## src/hdl/fic_pkg.sv

```systemverilog
// Shared types, constants and the rounding-increment function for the float/int conversion pipeline.
package fic_pkg;

    localparam logic [2:0] K_F2U  = 3'd0;
    localparam logic [2:0] K_F2I  = 3'd1;
    localparam logic [2:0] K_U2F  = 3'd2;
    localparam logic [2:0] K_I2F  = 3'd3;
    localparam logic [2:0] K_SGNJ = 3'd4;

    localparam logic [2:0] RM_RNE = 3'd0;
    localparam logic [2:0] RM_RTZ = 3'd1;
    localparam logic [2:0] RM_RDN = 3'd2;
    localparam logic [2:0] RM_RUP = 3'd3;
    localparam logic [2:0] RM_RMM = 3'd4;

    localparam logic [2:0] SJ_COPY = 3'd0;
    localparam logic [2:0] SJ_NEG  = 3'd1;
    localparam logic [2:0] SJ_XOR  = 3'd2;

    localparam logic [7:0]  EXP_BIAS  = 8'd127;
    localparam logic [7:0]  EXP_ALL1  = 8'hFF;
    localparam logic [31:0] SIGN_BIT  = 32'h8000_0000;
    localparam logic [31:0] ALL_ONES  = 32'hFFFF_FFFF;
    localparam logic [31:0] INT_MAX32 = 32'h7FFF_FFFF;

    // Work carried from the align stage into the round stage.
    typedef struct packed {
        logic [2:0]  kind;
        logic [2:0]  rm;
        logic        sign;
        logic        invalid;
        logic        is_zero;
        logic [31:0] mag;
        logic [7:0]  exp;
        logic        g;
        logic        r;
        logic        s;
        logic [31:0] sj;
    } t_align;

    function automatic logic round_inc(input logic [2:0] rm, input logic sign,
                                       input logic lsb, input logic g,
                                       input logic r, input logic s);
        logic inc;
        begin
            case (rm)
                RM_RNE:  inc = g & (lsb | r | s);
                RM_RDN:  inc = sign & (g | r | s);
                RM_RUP:  inc = ~sign & (g | r | s);
                RM_RMM:  inc = g;
                default: inc = 1'b0;
            endcase
            return inc;
        end
    endfunction

endpackage

```

## src/hdl/fic_decode.sv

```systemverilog
// Stage 1: unpack the beat, find the leading-one position and form the sign-injection result.
module fic_decode import fic_pkg::*; (
    input  logic        i_clk,
    input  logic        i_rst_n,
    input  logic        i_en,
    input  logic        i_valid,
    input  logic [2:0]  i_kind,
    input  logic [31:0] i_a,
    input  logic [31:0] i_b,
    input  logic [2:0]  i_rm,
    output logic        o_valid,
    output logic [2:0]  o_kind,
    output logic [2:0]  o_rm,
    output logic        o_sign,
    output logic [31:0] o_val,
    output logic [4:0]  o_msb,
    output logic [31:0] o_sj
);
    logic        r_valid;
    logic [2:0]  r_kind, r_rm;
    logic        r_sign;
    logic [31:0] r_val, r_sj;
    logic [4:0]  r_msb;
    logic        n_sign;
    logic [31:0] n_val, n_sj;
    logic [4:0]  n_msb;

    always_comb begin
        n_sign = i_a[31];
        n_val  = i_a;
        if (i_kind == K_U2F) begin
            n_sign = 1'b0;
        end else if (i_kind == K_I2F && i_a[31]) begin
            n_val = 32'd0 - i_a;
        end else if (i_kind == K_I2F) begin
            n_sign = 1'b0;
        end
        n_msb = 5'd0;
        for (int i = 0; i < 32; i++) begin
            if (n_val[i]) n_msb = 5'(i);
        end
        case (i_rm)
            SJ_COPY: n_sj = (i_b & SIGN_BIT) | (i_a & INT_MAX32);
            SJ_NEG:  n_sj = (~i_b & SIGN_BIT) | (i_a & INT_MAX32);
            SJ_XOR:  n_sj = ((i_a ^ i_b) & SIGN_BIT) | (i_a & INT_MAX32);
            default: n_sj = 32'd0;
        endcase
    end

    always_ff @(posedge i_clk) begin
        if (!i_rst_n) begin
            r_valid <= 1'b0;
        end else if (i_en) begin
            r_valid <= i_valid;
        end
        if (i_en) begin
            r_kind <= i_kind;
            r_rm   <= i_rm;
            r_sign <= n_sign;
            r_val  <= n_val;
            r_msb  <= n_msb;
            r_sj   <= n_sj;
        end
    end

    assign o_valid = r_valid;
    assign o_kind  = r_kind;
    assign o_rm    = r_rm;
    assign o_sign  = r_sign;
    assign o_val   = r_val;
    assign o_msb   = r_msb;
    assign o_sj    = r_sj;
endmodule

```

## src/hdl/fic_align.sv

```systemverilog
// Stage 2: shift the significand into place and form guard, round and sticky bits.
module fic_align import fic_pkg::*; (
    input  logic        i_clk,
    input  logic        i_rst_n,
    input  logic        i_en,
    input  logic        i_valid,
    input  logic [2:0]  i_kind,
    input  logic [2:0]  i_rm,
    input  logic        i_sign,
    input  logic [31:0] i_val,
    input  logic [4:0]  i_msb,
    input  logic [31:0] i_sj,
    output logic        o_valid,
    output t_align      o_al
);
    logic   r_valid;
    t_align r_al;
    t_align n_al;

    logic [7:0]  e;
    logic [22:0] m;
    logic [23:0] sig;
    logic signed [9:0] sh;
    logic [4:0]  rs;
    logic [55:0] wide;
    logic [31:0] iabs;
    logic [63:0] iwide;
    logic [4:0]  irs;

    always_comb begin
        n_al      = '0;
        n_al.kind = i_kind;
        n_al.rm   = i_rm;
        n_al.sign = i_sign;
        n_al.sj   = i_sj;
        e   = i_val[30:23];
        m   = i_val[22:0];
        sig = {1'b1, m};
        sh  = 10'($signed({2'b00, e})) - 10'sd127;
        rs  = 5'd0;
        wide = '0;
        iabs = i_val;
        iwide = '0;
        irs = 5'd0;
        if (i_kind == K_F2U || i_kind == K_F2I) begin
            if (e == EXP_ALL1 || sh > ((i_kind == K_F2I) ? 10'sd30 : 10'sd31)) begin
                if (i_kind == K_F2I && sh == 10'sd31 && m == 23'd0 && i_sign)
                    n_al.mag = SIGN_BIT;
                else
                    n_al.invalid = 1'b1;
            end else if (e == 8'd0) begin
                n_al.s = (m != 23'd0);
            end else if (sh >= 10'sd23) begin
                n_al.mag = {8'd0, sig} << (sh[4:0] - 5'd23);
            end else if (sh >= 10'sd0) begin
                rs = 5'd23 - sh[4:0];
                // Low 24 bits below the binary point carry g, r and sticky.
                wide = {8'd0, sig, 24'd0} >> rs;
                n_al.mag = wide[55:24];
                n_al.g = wide[23];
                n_al.r = wide[22];
                n_al.s = (wide[21:0] != 22'd0);
            end else if (sh == -10'sd1) begin
                n_al.g = 1'b1;
                n_al.r = m[22];
                n_al.s = (m[21:0] != 22'd0);
            end else if (sh == -10'sd2) begin
                n_al.r = 1'b1;
                n_al.s = (m != 23'd0);
            end else begin
                n_al.s = 1'b1;
            end
        end else begin
            n_al.is_zero = (iabs == 32'd0);
            n_al.exp = EXP_BIAS + {3'd0, i_msb};
            if (i_msb > 5'd23) begin
                irs = i_msb - 5'd23;
                iwide = {iabs, 32'd0} >> irs;
                n_al.mag = {9'd0, iwide[54:32]};
                n_al.g = iwide[31];
                n_al.r = iwide[30];
                n_al.s = (iwide[29:0] != 30'd0);
            end else begin
                n_al.mag = {9'd0, 23'(iabs << (5'd23 - i_msb))};
            end
        end
    end

    always_ff @(posedge i_clk) begin
        if (!i_rst_n) begin
            r_valid <= 1'b0;
        end else if (i_en) begin
            r_valid <= i_valid;
        end
        if (i_en) begin
            r_al <= n_al;
        end
    end

    assign o_valid = r_valid;
    assign o_al    = r_al;
endmodule

```

## src/hdl/fic_round.sv

```systemverilog
// Stage 3: round, saturate and pack the result.
module fic_round import fic_pkg::*; (
    input  logic        i_clk,
    input  logic        i_rst_n,
    input  logic        i_en,
    input  logic        i_valid,
    input  t_align      i_al,
    output logic        o_valid,
    output logic [31:0] o_result
);
    logic        r_valid;
    logic [31:0] r_result;
    logic [31:0] n_result;
    logic        inc;
    logic [32:0] mag;
    logic [23:0] mant;
    logic [7:0]  ex;

    always_comb begin
        inc  = round_inc(i_al.rm, i_al.sign, i_al.mag[0], i_al.g, i_al.r, i_al.s);
        mag  = {1'b0, i_al.mag} + {32'd0, inc};
        mant = i_al.mag[23:0] + {23'd0, inc};
        ex   = i_al.exp;
        n_result = 32'd0;
        case (i_al.kind)
            K_F2U: begin
                if (i_al.invalid || (i_al.sign && mag != 33'd0)) n_result = ALL_ONES;
                else n_result = mag[31:0];
            end
            K_F2I: begin
                if (i_al.invalid) n_result = SIGN_BIT;
                else if (!i_al.sign && mag > {1'b0, INT_MAX32}) n_result = SIGN_BIT;
                else if (i_al.sign && mag > {1'b0, SIGN_BIT}) n_result = SIGN_BIT;
                else if (i_al.sign) n_result = 32'd0 - mag[31:0];
                else n_result = mag[31:0];
            end
            K_U2F, K_I2F: begin
                if (mant[23]) begin
                    mant = 24'd0;
                    ex   = ex + 8'd1;
                end
                n_result = i_al.is_zero ? 32'd0 : {i_al.sign, ex, mant[22:0]};
            end
            K_SGNJ:  n_result = i_al.sj;
            default: n_result = 32'd0;
        endcase
    end

    always_ff @(posedge i_clk) begin
        if (!i_rst_n) begin
            r_valid <= 1'b0;
        end else if (i_en) begin
            r_valid <= i_valid;
        end
        if (i_en) begin
            r_result <= n_result;
        end
    end

    assign o_valid  = r_valid;
    assign o_result = r_result;
endmodule

```

## src/hdl/float_int_converter_top.sv

```systemverilog
// Top level of the binary32/int32 conversion and sign-injection pipeline.
// Three register stages (decode and leading-one search, align with guard/round/sticky,
// round and pack) take one beat per cycle while the output is not stalled; a beat moves
// through the decode, align and round registers in turn. The whole pipe advances
// when the output register is empty or being taken, so back pressure stalls every stage
// together. Kinds 5 to 7 give no result beat.
module float_int_converter_top import fic_pkg::*; (
    input  logic        i_clk,
    input  logic        i_rst_n,
    input  logic        s_axis_tvalid,
    output logic        s_axis_tready,
    input  logic [71:0] s_axis_tdata,  // operand_a[31:0], operand_b[63:32], rounding_mode[66:64]
    input  logic [2:0]  s_axis_tuser,  // kind[2:0]
    output logic        m_axis_tvalid,
    input  logic        m_axis_tready,
    output logic [31:0] m_axis_tdata   // result[31:0]
);
    logic        en;
    logic        in_ok;
    logic        d_valid, a_valid;
    logic [2:0]  d_kind, d_rm;
    logic        d_sign;
    logic [31:0] d_val, d_sj;
    logic [4:0]  d_msb;
    t_align      a_al;

    assign en = !m_axis_tvalid || m_axis_tready;
    assign s_axis_tready = en;
    // Unused kinds are dropped at the door.
    assign in_ok = s_axis_tvalid && (s_axis_tuser <= K_SGNJ);

    fic_decode u_dec (
        .i_clk(i_clk), .i_rst_n(i_rst_n), .i_en(en), .i_valid(in_ok),
        .i_kind(s_axis_tuser), .i_a(s_axis_tdata[31:0]), .i_b(s_axis_tdata[63:32]),
        .i_rm(s_axis_tdata[66:64]),
        .o_valid(d_valid), .o_kind(d_kind), .o_rm(d_rm), .o_sign(d_sign),
        .o_val(d_val), .o_msb(d_msb), .o_sj(d_sj)
    );

    fic_align u_al (
        .i_clk(i_clk), .i_rst_n(i_rst_n), .i_en(en), .i_valid(d_valid),
        .i_kind(d_kind), .i_rm(d_rm), .i_sign(d_sign), .i_val(d_val),
        .i_msb(d_msb), .i_sj(d_sj),
        .o_valid(a_valid), .o_al(a_al)
    );

    fic_round u_rnd (
        .i_clk(i_clk), .i_rst_n(i_rst_n), .i_en(en), .i_valid(a_valid),
        .i_al(a_al),
        .o_valid(m_axis_tvalid), .o_result(m_axis_tdata)
    );

`ifndef SYNTHESIS
    a_stall_hold: assert property (@(posedge i_clk) disable iff (!i_rst_n)
        m_axis_tvalid && !m_axis_tready |=> m_axis_tvalid && $stable(m_axis_tdata))
        else $error("result changed under stall");
    a_ready_stall: assert property (@(posedge i_clk) disable iff (!i_rst_n)
        m_axis_tvalid && !m_axis_tready |-> !s_axis_tready)
        else $error("input taken while pipe stalled");
    a_unused_drop: assert property (@(posedge i_clk) disable iff (!i_rst_n)
        s_axis_tvalid && s_axis_tready && s_axis_tuser > K_SGNJ |=> !d_valid)
        else $error("unused kind entered pipe");
`endif
endmodule
```

## config.mk

```make
export PLATFORM = sky130hd
export DESIGN_NAME = float_int_converter_top
export DESIGN_NICKNAME = d
export VERILOG_FILES = /design/src/hdl/fic_pkg.sv /design/src/hdl/fic_decode.sv /design/src/hdl/fic_align.sv /design/src/hdl/fic_round.sv /design/src/hdl/float_int_converter_top.sv
export SDC_FILE = /design/constraint.sdc
export NUM_CORES = 1
export LEC_CHECK = 0
export BUFFER_PORTS_ARGS = -buffer_cell sky130_fd_sc_hd__buf_4
export CORE_MARGIN = 2
export CORE_UTILIZATION = 45
export CTS_CLUSTER_DIAMETER = 120
export CTS_CLUSTER_SIZE = 14
export DETAILED_ROUTE_END_ITERATION = 8
export PLACE_DENSITY = 0.6
export SLEW_MARGIN = 20
export SYNTH_ARGS = -nofsm -noshare
export SYNTH_HDL_FRONTEND = slang
export SYNTH_HIERARCHICAL = 1
export SYNTH_SLANG_ARGS = --single-unit
```

## constraint.sdc

```tcl
create_clock -name i_clk -period 7.6 [get_ports i_clk]
set_input_delay 0.38 -clock i_clk [delete_from_list [all_inputs] [get_ports i_clk]]
set_output_delay 0.38 -clock i_clk [all_outputs]
set_load 0.05 [all_outputs]
```

After elaboration in Yosys (flattened, before gate mapping)
Index checks and enable logic that the tools add are counted.

storage, ports and cells
  bits in writable memories = 0
  memories = 0
  logic and storage cells = 173
  flip-flop bits (word level) = 195
  bits in read-only memories = 0
  bits in latches = 0

cells by class
  $lt $le $gt $ge = 7
  shift operators = 4
  multipliers = 0
  multiplexer cells = 65
  $add $sub $neg = 11
  bitwise gates (word level) = 13
  equality and inequality tests = 16
  divide/modulo/power cells = 0
  reductions and logical operators = 32

operators by type and width
  cell                     number
  $mux W32                 14
  $pmux W32 S4             1
  $or A32 B31 Y32          3
  $pmux W32 S3             1
  $mux W4                  16
  $shr A64 B5 Y55          1
  $sub A1 B32 Y32 const A  2
  $shr A48 B5 Y56          1
  $mux W23                 2
  $reduce_bool A22 Y1      2
  $mux W3                  13
  $add A32 B1 Y33          1
  $gt A33 B31 Y1 const B   1
  $gt A33 B32 Y1 const B   1
  $reduce_bool A33 Y1      1
  $logic_not A32 Y1        1
  $not A32 Y32             1
  $shl A24 B5 Y32          1
  $shl A32 B5 Y23          1
  $xor A32 B32 Y32         1
  $reduce_bool A30 Y1      1
  $add A24 B1 Y24          1
  $logic_not A23 Y1        1
  $reduce_bool A23 Y1      1
  34 further kinds         79

Logic depth before layout (Yosys ltp)
Gate-level depths: netlist of the first run.

  depth after elaboration = 34
  gate-level depth with buffers = 19
  gate-level depth less buffers = 16

By module
The synthesis of the first run kept the hierarchy.

by module, submodules not included
  module                   times used  sequential area each (sq um)  area each (sq um)  cells an instance
  fic_align                1           2542.4                        9561.7             1033
  fic_decode               1           2302.2                        4156.5             367
  fic_round                1           980.9                         3826.2             457
  float_int_converter_top  1           0.0                           17.5               3

Worst setup path after synthesis of the first run
No wires, ideal clock.

  path kind = input to register
  start = input m_axis_tready
  end = register u_al.r_valid, in the netlist u_al/o_valid
  required time = 7.457 ns
  data arrival time = 6.011 ns
  slack = 1.446 ns
  stages on the path = 3
  cell sequence = nand2b_1 > mux2i_1 > nor2b_1

between the ends
  word-level cells in the longest chain between the ends = 1

RTL lines
  what                  RTL line                       RTL
  start, declared       float_int_converter_top.sv:15  input logic m_axis_tready,
  $logic_or A1 B1 Y1    float_int_converter_top.sv:27  assign en = !m_axis_tvalid || m_axis_tready;
  end signal, assigned  fic_align.sv:93                r_valid <= i_valid;
  end, declared         fic_align.sv:16                logic r_valid;

No other way between the ends.
A chain may end at the register's enable or synchronous reset.

Worst setup path after layout of the first run
  start = register u_al.r_al (netlist bit u_al/o_al[77])
  end = register u_rnd.r_result[13], in the netlist u_rnd/o_result[13], data pin

between the ends
  word-level cells in the longest chain between the ends = 10

RTL lines
  what                                                      RTL line                          RTL
  start, declared                                           fic_align.sv:17                   t_align r_al;
  start signal, assigned                                    fic_align.sv:96                   r_al <= n_al;
  $not A1 Y1                                                fic_pkg.sv:49                     RM_RUP: inc = ~sign & (g | r | s);
  $and A1 B1 Y1                                             fic_pkg.sv:49
  $pmux W1 S4                                               fic_pkg.sv:46                     case (rm)
  $add A32 B1 Y33                                           fic_round.sv:21                   mag = {1'b0, i_al.mag} + {32'd0, inc};
  $sub A1 B32 Y32 / $gt A33 B32 Y1 (equally long branches)  fic_round.sv:34, fic_round.sv:33
  $mux W32 / $logic_and A1 B1 Y1 (equally long branches)    fic_round.sv:34, fic_round.sv:33
  $mux W32                                                  fic_round.sv:33                   else if (i_al.sign && mag > {1'b0, SIGN_BIT}) n_result = SIGN_BIT;
  $mux W32                                                  fic_round.sv:32                   else if (!i_al.sign && mag > {1'b0, INT_MAX32}) n_result = SIGN_BIT;
  $mux W32                                                  fic_round.sv:31                   if (i_al.invalid) n_result = SIGN_BIT;
  $pmux W32 S4 (*)                                          fic_round.sv:25                   case (i_al.kind)
  named net u_rnd.n_result[13]                              fic_round.sv:13                   logic [31:0] n_result;
  end signal, assigned                                      fic_round.sv:56                   r_result <= n_result;
  end, declared                                             fic_round.sv:12                   logic [31:0] r_result;

The timed path passes the listed nets; every way through them passes the cells marked *.

==> out/qor.yml, run 1 <==
final_layout:
  layout_commonest_cell: "edfxtp_1"
  fill_cells: 3688
  syn_to_final_growth_pct: 8.26
  postLayoutCellArea_sq_mm: 0.0190
  final_cell_mix: "edfxtp_1 (192), nand2_1 (167), nor2_1 (128), mux2i_1 (120), buf_4 (107)"
  fin_util_pct: 49.3
  fin_nets: 1918
  drive_gt1_share_pct: 15.8
  antennaDiodeCount: 0
floorplanning:
  dieHeight_um: 202
  core.rowCount: 72
  fp.coreArea_sq_mm: 0.0386
  die_w_um: 202
  io_pins: 113
  start_util_pct: 45.5
  fp.dieArea_sq_mm: 0.0406
placement:
  dp_hpwl_mm: 45.4
  io_buffers: 76
  placed_area_sq_mm: 0.0184
  gp_congestion: 1.01
route:
  drc: 0
  wirelength_mm: 59.9
  drt-pass1-iter-count: 6
  vias: 15700
  dr.first_iter.drc_count: 2288
  via_per_inst: 6.67
  wl_per_cell_um: 25.5
  drtAntennaViolNets: 0
critical_path:
  path_buf_inv: 1
  rr_startpoint: "u_al/o_al[77]$_DFFE_PP_"
  critPathTopFamily: "simple AND/OR/NAND/NOR gates"
  crit_slowest_cell: "or4_1"
  critical_path.max_stage_delay_ps: 780
  crit_required_ps: 7790
  crit_path_frequent_cell: "nor4_1"
  end_kind: "flop"
  crit_chain: "buf_4, xnor2_1, nor3b_1, o32a_1, ha_1, nand3_1, or4_1, nor4_1, nor2_1, nor4_1, nand4_1, o211ai_4, o211ai_1, a211o_1"
  cp_data_arrival_time_ps: 5570
  startpoint_type: "flop"
  crit_type: "reg -> reg"
  crit_fanout: 28
  crit_start: "u_al/o_al[77]$_DFFE_PP_"
logic_synthesis:
  synth_edf_count: 192
  yosysTopAreaCell: "edfxtp_1"
  synth.top_cell.area_share_pct: 32.8
  synth_fp_nets: 1958
  synth.yosys.seq_area_share_pct: 33.2
  synth_ff_type: "edfxtp_1"
  async_flop_share_pct: 0
  synthCells: 1860
  synth.avg_cell_area_sq_um: 9.44
  ys_warn_count: 6
  synth-seq-cells: 195
  syn_area_sq_mm: 0.0176
  ys_types: 100
  synthTopCellsByArea: "edfxtp_1 (33%), mux4_2 (7.8%), mux2i_1 (6.8%)"
power:
  ir_drop_v: 0.000156
  swShare_pct: 42.4
  switchingPower_w: 0.00186
  leakage_nw: 7.16
  clock_power_share_pct: 21.0
  pwr-share-seq_pct: 35.1
  power.internal_w: 0.00252
  power.density_mw_per_mm2: 231
  pwr-share-comb_pct: 43.9
sta:
  fmax_mhz: 186
  max_slew_margin_pct: 23.0
  finalHoldViolations: 0
  tightest_slew_ps: 1150
  fin_skew_ps: 13.5
  post-route-period-util_pct: 70.7
  whs_ps: 135
  rsz0062_at_grt: "no"
  finalSetupViolCount: 0
  maxSlewViolCount: 0
  setup_tns_ps: 0
  finalCriticalPeriod_ps: 5380
hold_path:
  min_path_type: "in -> reg"
  hp-start: "s_axis_tdata[66]"
clock_tree:
  path_clk_slew_ps: 80
  holdBufCountCts: 0
  cts_tree: "yes"
  clock_latency_ps: 440
  ctsResizeCount: 0
  root_buffer: "clkbuf_16"
  cts_inserted_buffers: 17
  clock-sinks: 195
  cts_max_level: 4
  cts_buffer_depth: 2
  postCtsSetupRepairBufs: 0
run_status:
  outcome: "completed"
grt:
  grt_max_degree: 78
  grt_usage_pct: 28.8
  grt.overflow.total: 0
  grt_pass1_wl_mm: 89.5
  antenna_found_initial: 2
  grt_pass1_vias: 14200
run:
  maxCapViolCount: 0
## cell usage after synthesis (30+ instances only)
| master | n |
|---|---|
| edfxtp_1 | 192 |
| clkbuf_1 | 110 |
| nor2_1 | 129 |
| xor2_1 | 33 |
| nand3_1 | 51 |
| a21oi_1 | 92 |
| xnor2_1 | 71 |
| mux4_2 | 61 |
| mux2i_1 | 120 |
| nand2_1 | 167 |
| a31oi_1 | 30 |
| and2_1 | 38 |
| nor4_1 | 38 |
| nor3_1 | 51 |
| inv_1 | 54 |
| buf_2 | 32 |
| o21ai_0 | 82 |
## sequential cells by signal, summed over array words and instances, names as in the netlist
signal,cells
u_dec/o_sign,1
u_dec/o_val,32
u_dec/o_msb,5
u_dec/o_sj,32
u_rnd/o_valid,1
u_rnd/o_result,32
u_al/o_al,84
u_dec/o_rm,3
u_dec/o_kind,3
u_al/o_valid,1
u_dec/o_valid,1
## power groups by stage
stage / Clock, W / Sequential, W / Combinational [W]
after floorplan: 0 / 0.00156 / 0.00127
after global placement: 0 / 0.00156 / 0.00185
after detailed placement: 0 / 0.00156 / 0.00186
after CTS: 0.000936 / 0.00154 / 0.00187
after global routing: 0.000978 / 0.00156 / 0.00203
final: 0.000920 / 0.00154 / 0.00192
## path summary, 6_finish.rpt
path	slack, ps	cells past startpoint	endpoint
worst max-delay path	2220	14	u_rnd/o_result[13]$_DFFE_PP_
worst min-delay path	130	1	u_dec/o_rm[2]$_DFFE_PP_
worst max register to register	2220	14	u_rnd/o_result[13]$_DFFE_PP_
worst min register to register	420	0	u_al/o_al[9]$_DFFE_PP_
## logic make-up after synthesis
| group | synth area share [%] |
|---|---|
| XOR/XNOR | 5.34 |
| multiplexers | 17.4 |
| adder cells (fa/ha/maj) | 1.35 |
| flip-flops | 33.2 |
| AO/OA/AOI/OAI | 19.0 |
| AND/OR/NAND/NOR | 18.5 |
| buffers and inverters | 5.24 |
## worst reg2reg max path, delay by kind of cell, from the launching register on
family / cells / cell delay [ps]
buf+inv: 1 / 240
simple gates: 7 / 2870
flops: 1 / 360
xor+xnor: 1 / 160
fa+ha+maj: 1 / 190
compound gates: 4 / 1320
## layout make-up
class / instances / area, sq um / area share [%]
multi-input cells: 1442 / 10900 / 57.4
inverters: 57 / 214 / 1.13
clock inverters: 13 / 174 / 0.915
clock buffers: 19 / 433 / 2.28
well taps: 518 / 648 / 3.41
repair buffers: 107 / 803 / 4.23
flip-flops and latches: 195 / 5830 / 30.6
## metrics by stage
step / worst slack (ps) / total power (W) / cells
after floorplan: 1450 / 0.00283 / 1860
after global placement: 2490 / 0.00341 / 2319
after detailed placement: 2280 / 0.00342 / 2319
after CTS: 2270 / 0.00434 / 2351
after global routing: 1860 / 0.00457 / 2351
final: 2220 / 0.00438 / 2351
## metal layers
| metal | up-vias | part of all wire, % | track usage, % |
|---|---|---|---|
| li1 | 7097 | - | - |
| met1 | 7713 | 43 | 41.3 |
| met2 | 789 | 45 | 44.1 |
| met3 | 70 | 9.5 | 6.77 |
| met4 | 2 | 2.1 | 6.25 |
| met5 | - | 0.022 | 0 |
Power figures use the tool's default switching activity.
==> run 2: changes to the inputs <==
clock period = 5.1 ns   (was 7.6 ns; I/O delays follow)
==> run 2 against run 1 <==
Critical path depth fell by 1. Utilization is 0.82 points higher. Hold slack got worse by 110 ps. Routed wire length is 0.89% higher. Maximum frequency is 17% higher. Cell count is 1.7% higher. Clock skew grew 5.5 ps. Sequential power increased by 47%. Combinational power increased by 54%. Clock power grew 48%. Via count up 0.56%. Critical path type unchanged. Largest cell class unchanged.
==> out/qor.yml, run 2 (synthesized netlist as in run 1, its figures left out) <==
hold_path:
  hp-start: "s_axis_tuser[2]"
  min_path_type: "in -> reg"
  hold_path_end: "u_dec/o_kind[2]$_DFFE_PP_"
  worst_hold_path.num_cells: 1  # unchanged
floorplanning:
  io_pins: 113  # unchanged
  core.rowCount: 72  # unchanged
  fp.dieArea_sq_mm: 0.0406  # unchanged
  dieHeight_um: 202  # unchanged
  fp.coreArea_sq_mm: 0.0386  # unchanged
  die_w_um: 202  # unchanged
  start_util_pct: 45.5  # unchanged
final_layout:
  syn_to_final_growth_pct: 10.1
  layout_commonest_cell: "edfxtp_1"
  drive_gt1_share_pct: 17.5  # +1.7 points
  antennaDiodeCount: 0  # unchanged
  instances_no_fill: 2391  # +1.7%
  largest_reg_flops: 84  # unchanged
  fin_nets: 1958  # +2.1%
  final_cell_mix: "edfxtp_1 (192), nand2_1 (167), buf_4 (142), nor2_1 (128), mux2i_1 (120)"
critical_path:
  rr_startpoint: "u_al/o_al[78]$_DFFE_PP_"
  crit_slowest_cell: "or4_1"
  critical_path.max_stage_delay_ps: 660  # -120 ps
  cp_data_arrival_time_ps: 4820  # -750 ps
  rr_endpoint: "u_rnd/o_result[13]$_DFFE_PP_"
  end_kind: "flop"
  crit_type: "reg -> reg"
  crit_chain: "nor4b_1, o32a_1, ha_1, ha_1, and4_1, nand4_1, or4_1, xnor2_1, nand3b_1, o41ai_4, or2_2, o211ai_1, a211o_1"
  crit_path_frequent_cell: "ha_1"
  crit_required_ps: 5300  # -2490 ps
  r2r_slack_ps: 490  # -1740 ps
  rr_worst_depth: 13  # -1
  startpoint_type: "flop"
  crit_fanout: 13  # -54%
placement:
  dp_hpwl_mm: 46.2  # +2.0%
  dp_slack_ps: 511  # -1770 ps
  place_inst: 2356  # +1.6%
  io_buffers: 76  # unchanged
  gp_congestion: 1.03  # +1.6%
route:
  via_per_inst: 6.59  # -1.1%
  drc: 0  # unchanged
  wirelength_mm: 60.4  # +0.89%
  drt-pass1-iter-count: 7  # +1
  dr.first_iter.drc_count: 2309  # +0.92%
  vias: 15800  # +0.56%
  wl_per_cell_um: 25.3  # -0.80%
  drtAntennaViolNets: 0  # unchanged
clock_tree:
  path_clk_slew_ps: 80  # about the same
  ctsResizeCount: 0  # unchanged
  cts_max_level: 4  # unchanged
  clock-sinks: 195  # unchanged
  cts_buffer_depth: 2  # unchanged
  root_buffer: "clkbuf_16"
  clock_latency_ps: 450  # about the same
  cts_tree: "yes"
  cts_inserted_buffers: 17  # unchanged
sta:
  finalSetupViolCount: 0  # unchanged
  finalHoldViolations: 0  # unchanged
  fmax_mhz: 217  # +17%
  setup_tns_ps: 0  # unchanged
  finalCriticalPeriod_ps: 4610  # -764 ps
  rsz0062_at_grt: "no"
  fin_skew_ps: 18.9  # +5.46 ps
  fin_ws_ps: 487  # -1740 ps
  tightest_slew_ps: 1080  # -67.6 ps
  maxSlewViolCount: 0  # unchanged
  max_slew_margin_pct: 27.1  # +4.2 points
  post-route-period-util_pct: 90.4  # +20 points
grt:
  grt_pass1_wl_mm: 91.3  # +2.1%
  grt_usage_pct: 29.3  # +0.57 points
  antenna_found_initial: 1  # -1
  grt_max_degree: 144  # +85%
  grt_pass1_vias: 14400  # +1.0%
  grt.overflow.total: 0  # unchanged
power:
  switchingPower_w: 0.00281  # +51%
  leakage_nw: 7.36  # +2.8%
  ir_drop_v: 0.000271  # +74%
  power.density_mw_per_mm2: 340  # +47%
  pwr-share-comb_pct: 44.9  # +1.0 points
  swShare_pct: 42.7  # +0.31 points
  power.internal_w: 0.00376  # +49%
  clock_power_share_pct: 20.7  # -0.3 points
  pwr-share-seq_pct: 34.4  # -0.7 points
run:
  maxCapViolCount: 0  # unchanged
run_status:
  outcome: "completed"
run 2: changes by cell type in the layout (fill, tap and decap cells not counted), sizes merged:
cell and change:
dlygate4sd3 +3, bufinv -1, inv +1, buf +37, clkbuf -2, clkinv +1, clkinvlp +1
run 2: worst max-delay path by stage:
stage,slack (ps),end,from,cells after the start
2_1_floorplan,490,u_al/o_al[32]$_DFFE_PP_,u_dec/o_msb[1]$_SDFFCE_PP1P_,14
3_3_place_gp,570,u_rnd/o_result[13]$_DFFE_PP_,u_al/o_al[78]$_DFFE_PP_,13
3_5_place_dp,510,u_rnd/o_result[13]$_DFFE_PP_,u_al/o_al[78]$_DFFE_PP_,13
4_1_cts,490,u_rnd/o_result[13]$_DFFE_PP_,u_al/o_al[78]$_DFFE_PP_,13
5_1_grt,140,u_rnd/o_result[13]$_DFFE_PP_,u_al/o_al[78]$_DFFE_PP_,13
6_report,490,u_rnd/o_result[13]$_DFFE_PP_,u_al/o_al[78]$_DFFE_PP_,13
run 2: area by class of cell:
class | instances | area, sq um
Timing Repair Buffer | 147 | 1140
Fill cell | 3619 | 19200
Multi-Input combinational cell | 1442 | 10900
Clock inverter | 15 | 183
Clock buffer | 17 | 425
Sequential cell | 195 | 5830
Inverter | 57 | 214
Tap cell | 518 | 648
run 2: what timing repair did:
item	CTS	global route
endpoints found under the hold margin	3	0
hold buffers	3	0
buffers inserted	0	0
run 2: through the flow:
stage	power [W]	utilization, %	hold slack [ps]	area [sq um]
after floorplan	0.00422	-	354	17600
after global placement	0.00514	48.5	402	18700
after detailed placement	0.00515	48.5	405	18700
after CTS	0.00650	50.1	15.2	19300
after global routing	0.00686	50.1	13.2	19300
final	0.00657	50.1	29.4	19300
run 2: power by group through the flow:
stage	combinational [W]	clock (W)	sequential, W
after floorplan	0.00190	0	0.00232
after global placement	0.00285	0	0.00229
after detailed placement	0.00285	0	0.00230
after CTS	0.00287	0.00138	0.00226
after global routing	0.00312	0.00145	0.00229
final	0.00295	0.00136	0.00226
run 2: worst max-delay path: cells and delay by family, from the launching register on:
kind / cells / cell delay (ps)
and+or+nand+nor: 6 / 2120
AOI/OAI and AO/OA: 4 / 950
adders and majority gates: 2 / 440
xor gates and xnor gates: 1 / 440
DFF: 1 / 410
run 2: routing by layer:
layer / up-vias / global-route usage [%] / wire length, um
li1: 7202 / - / -
met1: 7696 / 43.0 / 26400
met2: 780 / 44.7 / 27100
met3: 78 / 5.20 / 5340
met4: 2 / 7.72 / 1540
met5: - / 0 / 9
